`src/uttq_pkg.sv`:
```
package uttq_pkg;

	typedef enum logic [1:0] {
		OP_EVENT = 2'd0,
		OP_WRITE = 2'd1,
		OP_READ  = 2'd2,
		OP_NONE  = 2'd3
	} op_t;

	typedef logic [7:0] byte_t;

	// request to one queue for the current transaction
	typedef struct packed {
		logic  push;
		logic  pop;
		byte_t data;
	} fifo_ctrl_t;

	// queue state before the transaction, and what the request did
	typedef struct packed {
		logic empty;
		logic full;
		logic push_ok;
		logic pop_ok;
	} fifo_stat_t;

	localparam int unsigned IN_DATA_W  = 24;
	localparam int unsigned OUT_DATA_W = 24;

endpackage

```
`src/uttq_cell.sv`:
```
module uttq_cell (
	input  logic            clk,
	input  logic            shift,
	input  logic            load,
	input  uttq_pkg::byte_t din,
	input  uttq_pkg::byte_t nxt,
	output uttq_pkg::byte_t dout
);

	uttq_pkg::byte_t data_q;

	always_ff @(posedge clk) begin
		if (load) begin
			data_q <= din;
		end else if (shift) begin
			data_q <= nxt;
		end
	end

	assign dout = data_q;

endmodule

```
`src/uttq_fifo.sv`:
```
module uttq_fifo #(
	parameter int unsigned DEPTH = 8
) (
	input  logic                 clk,
	input  logic                 arst_n,
	input  uttq_pkg::fifo_ctrl_t ctrl,
	output uttq_pkg::fifo_stat_t stat,
	output uttq_pkg::byte_t      pop_data
);

	localparam int unsigned CW = $clog2(DEPTH + 1);

	logic [CW-1:0]   fill_q;
	uttq_pkg::byte_t cell_data [DEPTH];
	logic            empty;
	logic            full;
	logic            push_ok;
	logic            pop_ok;

	assign empty   = (fill_q == '0);
	assign full    = (fill_q == CW'(DEPTH));
	assign push_ok = ctrl.push && !full;
	// push happens first, so an empty queue can pop the byte pushed in the same transaction
	assign pop_ok  = ctrl.pop && (!empty || push_ok);

	assign stat.empty   = empty;
	assign stat.full    = full;
	assign stat.push_ok = push_ok;
	assign stat.pop_ok  = pop_ok;

	assign pop_data = empty ? ctrl.data : cell_data[0];

	// head sits in cell 0; a pop moves every cell one step toward the head
	for (genvar i = 0; i < DEPTH; i++) begin : g_cell
		uttq_pkg::byte_t nxt;
		logic            load;

		if (i == DEPTH - 1) begin : g_last
			assign nxt = '0;
		end else begin : g_mid
			assign nxt = cell_data[i+1];
		end

		assign load = push_ok && (pop_ok ? (fill_q == CW'(i + 1)) : (fill_q == CW'(i)));

		uttq_cell u_cell (
			.clk  (clk),
			.shift(pop_ok),
			.load (load),
			.din  (ctrl.data),
			.nxt  (nxt),
			.dout (cell_data[i])
		);
	end

	always_ff @(posedge clk or negedge arst_n) begin
		if (!arst_n) begin
			fill_q <= '0;
		end else if (push_ok && !pop_ok) begin
			fill_q <= fill_q + CW'(1);
		end else if (pop_ok && !push_ok) begin
			fill_q <= fill_q - CW'(1);
		end
	end

endmodule

```
`src/uart_tty_echo_queues.sv`:
```
// Tty buffering in front of a UART: receive, echo and transmit byte queues, each
// QUEUE_DEPTH bytes, built as a chain of byte cells with the head in the first cell;
// a dequeue shifts the whole chain one cell toward the head. Every input transaction
// (UART event, software write, software read) gives exactly one result transaction
// in the cycle after its acceptance, from an output register, so the block takes one
// item per clock while the output side is ready. Software reads and writes never
// block: read_valid or write_accepted low means retry. Echo (cfg_data) resets to on;
// the user must write it only while the block is idle, which the block does not enforce.
module uart_tty_echo_queues #(
	parameter int unsigned QUEUE_DEPTH = 8
) (
	input  logic                               clk,
	input  logic                               arst_n,
	input  logic                               s_axis_tvalid,
	output logic                               s_axis_tready,
	// [0] rx_ready, [1] tx_empty, [9:2] rx_byte, [17:10] write_byte, rest zero
	input  logic [uttq_pkg::IN_DATA_W-1:0]     s_axis_tdata,
	// [1:0] op
	input  logic [1:0]                         s_axis_tuser,
	input  logic                               s_axis_tlast,
	output logic                               m_axis_tvalid,
	input  logic                               m_axis_tready,
	// [0] tx_valid, [8:1] tx_byte, [9] read_valid, [17:10] read_byte,
	// [18] write_accepted, [19] tx_irq_enable, [20] rx_dropped, rest zero
	output logic [uttq_pkg::OUT_DATA_W-1:0]    m_axis_tdata,
	output logic                               m_axis_tlast,
	input  logic                               cfg_valid,
	output logic                               cfg_ready,
	input  logic                               cfg_data
);

	uttq_pkg::op_t        op;
	logic                 accept;
	logic                 is_event;
	logic                 rx_ready;
	logic                 tx_empty;
	uttq_pkg::byte_t      rx_byte;
	uttq_pkg::byte_t      write_byte;

	uttq_pkg::fifo_ctrl_t rx_ctrl;
	uttq_pkg::fifo_ctrl_t echo_ctrl;
	uttq_pkg::fifo_ctrl_t tx_ctrl;
	uttq_pkg::fifo_stat_t rx_st;
	uttq_pkg::fifo_stat_t echo_st;
	uttq_pkg::fifo_stat_t tx_st;
	uttq_pkg::byte_t      rx_pop_data;
	uttq_pkg::byte_t      echo_pop_data;
	uttq_pkg::byte_t      tx_pop_data;

	logic                                 echo_en_q;
	logic                                 tx_int_q;
	logic                                 tx_int_d;
	logic                                 sent;
	logic [uttq_pkg::OUT_DATA_W-1:0]      res_data;
	logic                                 res_last;
	logic                                 out_valid_q;
	logic [uttq_pkg::OUT_DATA_W-1:0]      out_data_q;
	logic                                 out_last_q;

	assign op         = uttq_pkg::op_t'(s_axis_tuser);
	assign rx_ready   = s_axis_tdata[0];
	assign tx_empty   = s_axis_tdata[1];
	assign rx_byte    = s_axis_tdata[9:2];
	assign write_byte = s_axis_tdata[17:10];

	assign s_axis_tready = !out_valid_q || m_axis_tready;
	assign accept        = s_axis_tvalid && s_axis_tready;
	assign is_event      = accept && (op == uttq_pkg::OP_EVENT);
	assign cfg_ready     = 1'b1;

	assign rx_ctrl.push   = is_event && rx_ready;
	assign rx_ctrl.pop    = accept && (op == uttq_pkg::OP_READ);
	assign rx_ctrl.data   = rx_byte;
	assign echo_ctrl.push = is_event && rx_ready && echo_en_q;
	assign echo_ctrl.pop  = is_event && tx_empty;
	assign echo_ctrl.data = rx_byte;
	assign tx_ctrl.push   = accept && (op == uttq_pkg::OP_WRITE);
	// transmit queue only sends when the echo queue sends nothing
	assign tx_ctrl.pop    = is_event && tx_empty && !echo_st.pop_ok;
	assign tx_ctrl.data   = write_byte;

	uttq_fifo #(.DEPTH(QUEUE_DEPTH)) u_rx_fifo (
		.clk     (clk),
		.arst_n  (arst_n),
		.ctrl    (rx_ctrl),
		.stat    (rx_st),
		.pop_data(rx_pop_data)
	);

	uttq_fifo #(.DEPTH(QUEUE_DEPTH)) u_echo_fifo (
		.clk     (clk),
		.arst_n  (arst_n),
		.ctrl    (echo_ctrl),
		.stat    (echo_st),
		.pop_data(echo_pop_data)
	);

	uttq_fifo #(.DEPTH(QUEUE_DEPTH)) u_tx_fifo (
		.clk     (clk),
		.arst_n  (arst_n),
		.ctrl    (tx_ctrl),
		.stat    (tx_st),
		.pop_data(tx_pop_data)
	);

	assign sent = echo_st.pop_ok || tx_st.pop_ok;

	always_comb begin
		tx_int_d = tx_int_q;
		unique case (op)
			uttq_pkg::OP_EVENT: begin
				if (echo_st.push_ok && echo_st.empty) begin
					tx_int_d = 1'b1;
				end
				if (tx_empty) begin
					tx_int_d = sent;
				end
			end
			uttq_pkg::OP_WRITE: begin
				tx_int_d = 1'b1;
			end
			default: begin
				tx_int_d = tx_int_q;
			end
		endcase
	end

	always_comb begin
		res_data        = '0;
		res_data[0]     = sent;
		res_data[8:1]   = echo_st.pop_ok ? echo_pop_data :
		                  (tx_st.pop_ok ? tx_pop_data : '0);
		res_data[9]     = rx_st.pop_ok;
		res_data[17:10] = rx_st.pop_ok ? rx_pop_data : '0;
		res_data[18]    = tx_st.push_ok;
		res_data[19]    = tx_int_d;
		res_data[20]    = rx_ctrl.push && !rx_st.push_ok;
		res_last        = s_axis_tlast && (tx_st.push_ok || rx_st.pop_ok);
	end

	always_ff @(posedge clk or negedge arst_n) begin
		if (!arst_n) begin
			echo_en_q   <= 1'b1;
			tx_int_q    <= 1'b0;
			out_valid_q <= 1'b0;
		end else begin
			if (cfg_valid && cfg_ready) begin
				echo_en_q <= cfg_data;
			end
			if (accept) begin
				tx_int_q    <= tx_int_d;
				out_valid_q <= 1'b1;
			end else if (m_axis_tready) begin
				out_valid_q <= 1'b0;
			end
		end
	end

	always_ff @(posedge clk) begin
		if (accept) begin
			out_data_q <= res_data;
			out_last_q <= res_last;
		end
	end

	assign m_axis_tvalid = out_valid_q;
	assign m_axis_tdata  = out_data_q;
	assign m_axis_tlast  = out_last_q;

	a_tx_sets_irq: assert property (@(posedge clk) disable iff (!arst_n)
		m_axis_tvalid && m_axis_tdata[0] |-> m_axis_tdata[19])
		else $error("byte sent without transmit interrupt enable");

	a_one_sw_op: assert property (@(posedge clk) disable iff (!arst_n)
		m_axis_tvalid |-> !(m_axis_tdata[9] && m_axis_tdata[18]))
		else $error("read and write completed in one transaction");

	a_write_fills: assert property (@(posedge clk) disable iff (!arst_n)
		tx_st.push_ok |=> !tx_st.empty)
		else $error("transmit queue empty after accepted write");

	a_echo_first: assert property (@(posedge clk) disable iff (!arst_n)
		!(echo_st.pop_ok && tx_st.pop_ok))
		else $error("two queues sent in one transaction");

endmodule

```
`config.mk`:
```
export PLATFORM = sky130hd
export DESIGN_NAME = uart_tty_echo_queues
export DESIGN_NICKNAME = d
export VERILOG_FILES = /design/src/uttq_pkg.sv /design/src/uttq_cell.sv /design/src/uttq_fifo.sv /design/src/uart_tty_echo_queues.sv
export SDC_FILE = /design/constraint.sdc
export NUM_CORES = 1
export LEC_CHECK = 0
export BUFFER_PORTS_ARGS = -buffer_cell sky130_fd_sc_hd__buf_2
export CAP_MARGIN = 30
export CORE_ASPECT_RATIO = 0.5
export CORE_MARGIN = 2
export CORE_UTILIZATION = 61
export DETAILED_ROUTE_END_ITERATION = 7
export PLACE_DENSITY = 0.8
export SYNTH_ARGS = -nofsm -noshare
export SYNTH_HDL_FRONTEND = slang
export SYNTH_SLANG_ARGS = --single-unit
```
`constraint.sdc`:
```
create_clock -name clk -period 3.58 [get_ports clk]
set_clock_uncertainty 0.05 [all_clocks]
set_input_delay 0.179 -clock clk [delete_from_list [all_inputs] [get_ports clk]]
set_output_delay 0.179 -clock clk [all_outputs]
set_load 0.02 [all_outputs]
```
==> results_dict.tcl <==
set metrics [dict create \
    dp_hpwl_um 13100 \
    yosysWarningCount 0 \
    syn_avg_cell_area_sq_um 15.7 \
    antenna_found_initial 0 \
    avgRoutedWirePerCell_um 18.1 \
    rsz0062_at_grt "no" \
    holdPathStages 2 \
    cp_top_family "simple AND/OR/NAND/NOR gates" \
    boundaryPins 61 \
    drt-initial-drc-count 354 \
    worst_ir_drop_vdd_v 0.000314 \
    cpMaxStageDelayCell "a21oi_1" \
    finalWirelength_um 18000 \
    crit_cells 7 \
    r2r_start "u_echo_fifo.fill_q[0]" \
    overflow 0 \
    worstSetupEndpointType "flop" \
    max_slew_margin_pct 45.1 \
    io_buffers 50 \
    grt_max_degree 24 \
    critical_path_required_ps 3650 \
    hp-start "s_axis_tdata[11]" \
    dp.cells 950 \
    finalSetupTns_ps 0 \
    diodes 0 \
    r2r_cells 7 \
    cts_buffers 21 \
    fin_ws_ps 620 \
    setup-violations-final 0 \
    slew_violations 0 \
    reg2reg_slack_ps 620 \
    cts_max_path_buffers 3 \
    synthAdderAreaFrac_pct 1.87 \
    place_congestion 0.858 \
    fmax_mhz 338 \
    vias 5613 \
    cts_tree "built" \
    critPathLaunchType "flop" \
    grt_pass1_vias 5737 \
    die-area_sq_um 18600 \
    r2r-end "u_tx_fifo.g_cell[1].u_cell.dout[2]" \
    die_y_um 97.6 \
    clock_latency_ps 490 \
    cts_setup_buffers 0 \
    crit_fanout 8 \
    synth_edf_count 214 \
    final.min_clock_period_ps 2960 \
    final_antenna_net_count 0 \
    core_region_area_sq_um 17300 \
    final_common_cell "edfxtp_1" \
    crit_buf_inv 1 \
    nets 793 \
    ys.flop_type "edfxtp_1" \
    hold_violations 0 \
    synth_async_sr_flop_share_pct 6.55 \
    cp_cell_sequence "inv_1 > ha_1 > or3b_1 > nor2_2 > and3_1 > nor2_1 > a21oi_1" \
    grt_pass1_wl_um 29100 \
    ys_types 54 \
    synth_simple_gate_area_share_pct 8.71 \
    clock_sinks 229 \
    grt_use_total_pct 19.9 \
    critPathKind "flop to flop" \
    arrival_ps 3030 \
    syn_inst 680 \
    synth_top_family_by_area "multiplexers" \
    drive_above_1_share_pct 37.9 \
    viasPerCell 5.66 \
    htreeDepth 1 \
    tightest_slew_ps 817 \
    synth-compound-area-share_pct 4.08 \
    synth_seq_cells 229 \
    start_util_pct 61.8 \
    firstDrtPassIters 4 \
    hp-class "primary input to flop" \
    synthMuxAreaShare_pct 18.9 \
    fin_cells 991 \
    layout_common_cells "edfxtp_1 (214), mux2_2 (157), buf_2 (50)" \
    post-place-ws_ps 631 \
    hold_slack_ps 28.3 \
    hold_end "u_tx_fifo.g_cell[7].u_cell.dout[1]" \
    core.rowCount 34 \
    slowest_delay_ps 640 \
    finalCritPeriodShare_pct 82.7 \
    netlist_area_sq_um 10700 \
    drc 0 \
    powerDensity_nw_per_um2 525 \
    areaGrowthSynthToFinish_pct 11.2 \
    clock-root-buffer "clkbuf_16" \
    cap_violations 0 \
    p_leak_nw 4.18 \
    finalPower_mw 6.23 \
    die_x_um 191 \
    ys_seq_area_share_pct 63.7 \
    synth_xor_area_share_pct 0.820 \
    clk_pin_slew_ps 70 \
    status "completed" \
]
## cells in the mapped netlist, types with 2 or more instances
library cell / instances / share of area [%]
edfxtp_1: 214 / 60
mux2_2: 157 / 17
and2_1: 35 / 2.1
nand2_1: 33 / 1.2
nor2_1: 30 / 1.1
ha_1: 16 / 1.9
clkbuf_1: 14 / 0.49
dfrtp_1: 14 / 3.3
inv_1: 14 / 0.49
nand3_1: 14 / 0.66
a22oi_1: 10 / 0.70
o21ai_0: 9 / 0.42
a21oi_1: 8 / 0.37
mux2_4: 8 / 1.1
mux2i_1: 8 / 0.75
a211oi_4: 6 / 1.1
buf_4: 6 / 0.42
xnor2_1: 6 / 0.49
buf_2: 5 / 0.23
nand4_1: 5 / 0.29
mux2_1: 4 / 0.42
nor2_4: 4 / 0.42
or4_1: 4 / 0.28
xor2_1: 4 / 0.33
a21oi_4: 3 / 0.46
a31oi_1: 3 / 0.18
nand2b_1: 3 / 0.18
nor2_8: 3 / 0.56
nor3_1: 3 / 0.14
or2_2: 3 / 0.18
or3_1: 3 / 0.18
and3_1: 2 / 0.12
and4_1: 2 / 0.16
buf_6: 2 / 0.21
conb_1: 2 / 0.070
nand2_2: 2 / 0.12
o21a_1: 2 / 0.14
o21ai_2: 2 / 0.16
o22ai_1: 2 / 0.12
## metrics by stage
stage	util [%]	instance area, sq um
after floorplan	-	10700
after global placement	64.6	11200
after detailed placement	64.6	11200
after CTS	68.6	11900
after global routing	68.7	11900
final	68.7	11900
## worst max path at each step
| stage | startpoint | endpoint | slack [ps] |
|---|---|---|---|
| after floorplan | m_axis_tvalid | u_rx_fifo.fill_q[3] | 840 |
| after global placement | s_axis_tuser[0] | u_rx_fifo.fill_q[3] | 760 |
| after detailed placement | s_axis_tuser[0] | u_rx_fifo.g_cell[2].u_cell.dout[1] | 630 |
| after CTS | u_echo_fifo.fill_q[0] | u_tx_fifo.g_cell[1].u_cell.dout[2] | 640 |
| after global routing | u_echo_fifo.fill_q[0] | u_tx_fifo.g_cell[6].u_cell.dout[2] | 430 |
| final | u_echo_fifo.fill_q[0] | u_tx_fifo.g_cell[1].u_cell.dout[2] | 620 |
## report_power, final
| part | switching (mW) | leakage (nW) | internal (mW) |
|---|---|---|---|
| Clock | 0.928 | 0.316 | 1.22 |
| Sequential | 0.174 | 2.15 | 3.08 |
| Combinational | 0.514 | 1.71 | 0.304 |
## sequential cells by signal, indices dropped and copies added, names as in the netlist
signal	cells
tx_int_q	1
m_axis_tlast	1
u_rx_fifo.fill_q	4
u_tx_fifo.fill_q	4
m_axis_tvalid	1
u_rx_fifo.g_cell.u_cell.dout	64
u_tx_fifo.g_cell.u_cell.dout	64
m_axis_tdata	21
u_echo_fifo.g_cell.u_cell.dout	64
echo_en_q	1
u_echo_fifo.fill_q	4
## final cells by class
type                            instances  area [sq um]
Fill cell                            1157          5400
Clock buffer                           25           541
Tap cell                              234           293
Inverter                               15          56.3
Multi-Input combinational cell        411          3680
Sequential cell                       229          6800
Clock inverter                         11           108
Timing Repair Buffer                   66           388
## metal layers
layer  up-vias  routed length, um  global-route usage, %
met5         -                  0                      0
met4         0                259                   3.91
met3        24                864                   3.90
met2       120               9000                   34.2
met1      2790               7830                   26.5
li1       2679                  -                      -
## kinds of logic after synthesis
group,after synthesis
mux,177
fa+ha+maj,16
simple gates,156
buf+inv,42
xor+xnor,10
compound gates,48
other cells,2
flops,229
## what timing repair did
action | in CTS | in global routing
endpoints found under the setup margin | 0 | 0
hold endpoints to repair | 17 | 0
hold buffers | 4 | 0
resized for setup | 0 | 0
Power figures use the tool's default switching activity.
